**src/hw/rtl/tvp_pkg.sv**
```systemverilog
// tvp_pkg: types and constants shared by the trapezoidal velocity profile core
// no dependencies
package tvp_pkg;

  localparam int unsigned TimeW = 32;
  localparam int unsigned VelW  = 24;
  localparam int unsigned DistW = 32;

  localparam logic [TimeW-1:0] TimeSat = '1;
  localparam logic [VelW-1:0]  VelSat  = '1;

  typedef enum logic [1:0] {
    PH_ACCEL  = 2'd0,
    PH_CRUISE = 2'd1,
    PH_DECEL  = 2'd2,
    PH_DONE   = 2'd3
  } phase_t;

  typedef enum logic [1:0] {
    REG_DIST  = 2'd0,
    REG_VMAX  = 2'd1,
    REG_AMAX  = 2'd2,
    REG_NONE  = 2'd3
  } reg_idx_t;

  // derived profile times handed from the solver to the sampler
  typedef struct packed {
    logic [TimeW-1:0] accel_end;
    logic [TimeW-1:0] cruise_end;
    logic [TimeW-1:0] total;
    logic [VelW-1:0]  peak;
  } profile_t;

endpackage

```
**src/hw/rtl/tvp_front.sv**
```systemverilog
// tvp_front: accepts samples into a two-entry queue, holds them while
// the profile is stale or being derived; uses tvp_pkg
module tvp_front (
  input  logic        clk,
  input  logic        rst_n,
  input  logic        in_tvalid,
  output logic        in_tready,
  input  logic [31:0] in_tdata,
  input  logic        prof_ok,
  output logic        q_v,
  input  logic        q_r,
  output logic [31:0] q_d
);
  import tvp_pkg::*;

  logic [31:0] mem_r [2];
  logic        wp_r, rp_r;
  logic [1:0]  cnt_r;
  logic        push, pop;

  assign in_tready = cnt_r != 2'd2;
  assign push = in_tvalid && in_tready;
  assign q_v  = (cnt_r != 2'd0) && prof_ok;
  assign pop  = q_v && q_r;
  assign q_d  = mem_r[rp_r];

  always_ff @(posedge clk) begin
    if (!rst_n) begin
      wp_r <= 1'b0; rp_r <= 1'b0; cnt_r <= '0;
    end else begin
      if (push) wp_r <= ~wp_r;
      if (pop)  rp_r <= ~rp_r;
      cnt_r <= cnt_r + 2'(push) - 2'(pop);
    end
  end

  always_ff @(posedge clk) begin
    if (push) mem_r[wp_r] <= in_tdata;
  end

endmodule

```
**config.mk**
```make
export PLATFORM = sky130hd
export DESIGN_NAME = tvp_front
export DESIGN_NICKNAME = d
export VERILOG_FILES = /design/src/hw/rtl/tvp_pkg.sv /design/src/hw/rtl/tvp_front.sv
export SDC_FILE = /design/constraint.sdc
export NUM_CORES = 1
export LEC_CHECK = 0
export BUFFER_PORTS_ARGS = -buffer_cell sky130_fd_sc_hd__buf_2
export CORE_UTILIZATION = 46
export DETAILED_ROUTE_END_ITERATION = 8
export GPL_TIMING_DRIVEN = 0
export MAX_ROUTING_LAYER = met4
export PLACE_DENSITY = 0.81
export SYNTH_ARGS = -nofsm -noshare
export SYNTH_HDL_FRONTEND = slang
export SYNTH_SLANG_ARGS = --single-unit
```
**constraint.sdc**
```tcl
create_clock -name clk -period 2.5 [get_ports clk]
set_clock_uncertainty 0.1 [all_clocks]
set_input_delay 0.5 -clock clk [delete_from_list [all_inputs] [get_ports clk]]
set_output_delay 0.5 -clock clk [all_outputs]
set_load 0.01 [all_outputs]
```
==> results by group <==
STA
  • Slew @ Worst Pin: roughly 0.75 ns
  • Final min period: approximately 2.0 ns
  • Relative slew margins: 0.503
  • Peak Freq: about 0.50 GHz
  • Setup TNS: 0 ns
  • Setup violators final: 0
  • Final Max Slew Viols: 0
  • Final period utilization: 0.802
  • Hold Fails Final Rpt: 0
  • RSZ-0062 raised after global routing: false

Global route
  • Total GRT Usage: 0.150
  • First-pass GRT wire length: 6450 µm
  • Largest net degree at the start of global routing: 33
  • Congestion Overflow GR: 0
  • Initial antenna violation count: 0
  • Number of global-route vias before repair: roughly 1400

Logic synthesis
  • Yosys top cell by area: edfxtp_1
  • Synth Area in Adders: 0.00967
  • Post-synthesis simple-gate area fraction: 0.0213
  • Mapped cell area: 2590 µm²
  • Unique masters post-synth: 17
  • Mapped Cells: 124
  • Post-synth top area share: 0.743
  • Ys async rst share: 0
  • Top_reg_cell synth: edfxtp_1
  • XOR/XNOR Fraction of Synth Area: 0.0102
  • Ranking of synthesized cells by area: edfxtp_1 74%, mux2_2 12%, dfxtp_1 3.9%
  • Multiplexer share of the synthesized area: 0.149
  • Post-synthesis sequential area ratio: 0.781
  • Syn avg cell area: 20.9 µm²
  • Syn Nets: approximately 160
  • Post-synth EDFFs: 64
  • Largest family of logic cells by synthesized area: multiplexers
  • Syn. warnings: 0
  • FF+latch count, synth: 69
  • Compound-gate portion of the synthesized area: 0.00967

Floorplanning
  • Initial Util: 0.491
  • Die height: between 70 and 80 µm
  • Core area: 5270 µm²
  • Die footprint: 5930 µm²
  • IO Count: 71
  • Chip width: 77 µm
  • Row count: 26

Clock network
  • CTS buffer count: 9
  • CTS HTree Levels: 3
  • CTS clk-pin slew, worst paths: 0.07 ns
  • CTS tree: yes
  • # resized after CTS: 0
  • Sink Count: 69
  • Clock Path Buffers: 2
  • Setup bufs post-CTS: 0
  • CTS Root Cell: clkbuf_8
  • Post-CTS Hold Fix Bufs: 0
  • Worst-Skew Late Latency: 0.32 ns

Placement
  • IO buf count: 70
  • Placed insts: 265
  • DP Area: slightly above 3000 µm²
  • DP HPWL: 2710 µm
  • Global placer's final weighted congestion: around 0.67

Drt
  • Iteration-0 DRC Markers: 106
  • DRC Markers: 0
  • Routed WL: 4000 µm
  • Routed Antenna Nets: 0
  • Routed vias/inst: approximately 4.8
  • WL/cell: 14.2 µm
  • Via count: 1359
  • DR pass1 iterations: 4

Setup path
  • Reg2reg start: cnt_r[0]$_SDFF_PN0_
  • CP required: 1.90 ns
  • FF-to-FF setup slack: slightly below 0.7 ns
  • Reg2Reg Capture Point: cnt_r[1]$_SDFF_PN0_
  • Worst setup SP type: register
  • Crit-path max FO: 10
  • Critical path arrival: 1.40 ns
  • Critical Path Sink Type: output port
  • Worst Setup Path Type: register to output port
  • Setup crit end: q_d[16]
  • R2R depth: 8

Finish
  • Share of layout cells above drive strength 1: 0.583
  • Post-route insts no fill: 281
  • Post-layout nets: roughly 250
  • FILL cells: 422
  • Most frequent cells in the layout: 70 x buf_2, 64 x edfxtp_1, 28 x mux2_2, 9 x clkbuf_8, 5 x dfxtp_1
  • Commonest non-fill, non-tap cell in the layout: buf_2
  • Layout Cell Area excl Fill: around 3200 µm²
  • Antenna cells: 0
  • Area delta synth->final: 24.4%

Job
  • MaxCap Viol Count: 0

Power and ir drop
  • Peak supply drop: 0.500 mV
  • PD cells: 950 nW/µm²
  • Leakage: 0.00123 µW

Worst hold path
  • Tightest Hold Check Type: primary input to register

Outcome
  • Status: finished clean
report_power, final:
group	internal [µW]	total (µW)	switching (µW)	leakage (µW)
logic	391	777	386	0.000511
clock network	348	726	378	0.0000809
registers	1490	1560	62.6	0.000640
area by class of cell:
type,count,area [µm²],area share
Buffer,4,45.0,0.0140
Clock inverter,6,30.0,0.00933
Inverter,1,3.75,0.00117
Tap cell,70,87.6,0.0272
Timing Repair Buffer,71,378,0.117
Clock buffer,10,128,0.0396
Multi-Input combinational cell,50,526,0.163
Sequential cell,69,2020,0.628
stage by stage:
| stage | hold slack (ns) | worst slack (ns) | power [µW] | util |
|---|---|---|---|---|
| 4_1_cts | 0.243 | 0.464 | 3100 | 0.611 |
| 6_report | 0.261 | 0.496 | 3060 | 0.611 |
| 5_1_grt | 0.240 | 0.420 | 3220 | 0.611 |
| 3_3_place_gp | 0.377 | -0.0244 | 2320 | 0.575 |
| 3_5_place_dp | 0.425 | 0.640 | 2380 | 0.581 |
| 2_1_floorplan | 0.366 | 0.462 | 2070 | - |
layer usage:
metal | track usage | wire length (µm) | share of wire | up-vias
li1 | - | - | - | 639
met1 | 0.183 | 1720 | 0.43 | 662
met2 | 0.226 | 1980 | 0.50 | 47
met3 | 0.0417 | 203 | 0.051 | 11
met4 | 0.0849 | 92 | 0.023 | 0
met5 | - | 0 | 0 | -
sequential cells by signal (all words and copies together), names as in the netlist, named ones only:
| name | cells |
|---|---|
| rp_r | 1 |
| mem_r | 64 |
| cnt_r | 2 |
| wp_r | 1 |
how the worst min path moves through the flow:
stage                 startpoint                     end  slack (ns)  cells after the start
6_report            in_tdata[12]  mem_r[0][12]$_DFFE_PP_        0.26                      1
5_1_grt             in_tdata[12]  mem_r[1][12]$_DFFE_PP_        0.24                      1
4_1_cts              in_tdata[6]   mem_r[0][6]$_DFFE_PP_        0.24                      1
3_5_place_dp   wp_r$_SDFFE_PN0N_       wp_r$_SDFFE_PN0N_        0.42                      2
3_3_place_gp   wp_r$_SDFFE_PN0N_       wp_r$_SDFFE_PN0N_        0.38                      2
2_1_floorplan  wp_r$_SDFFE_PN0N_       wp_r$_SDFFE_PN0N_        0.37                      2
logic make-up after synthesis:
logic type / count (synthesis)
fa+ha+maj: 2
compound gates: 2
xor+xnor: 3
mux: 33
flops: 69
buf+inv: 5
simple gates: 10
synth_stat cells (2+ instances only):
library cell / number
edfxtp_1: 64
mux2_2: 28
dfxtp_1: 5
buf_6: 4
mux2_4: 4
xnor2_1: 3
and2_1: 2
ha_1: 2
nand2_1: 2
nand2b_1: 2
nor2b_1: 2
worst max-delay path, stage by stage (launching register included):
cell     delay (ns)
dfxtp_1        0.32
buf_6          0.12
buf_6          0.16
mux2_2         0.35
buf_2          0.14
No activity file was read; power rests on OpenSTA's default activity.
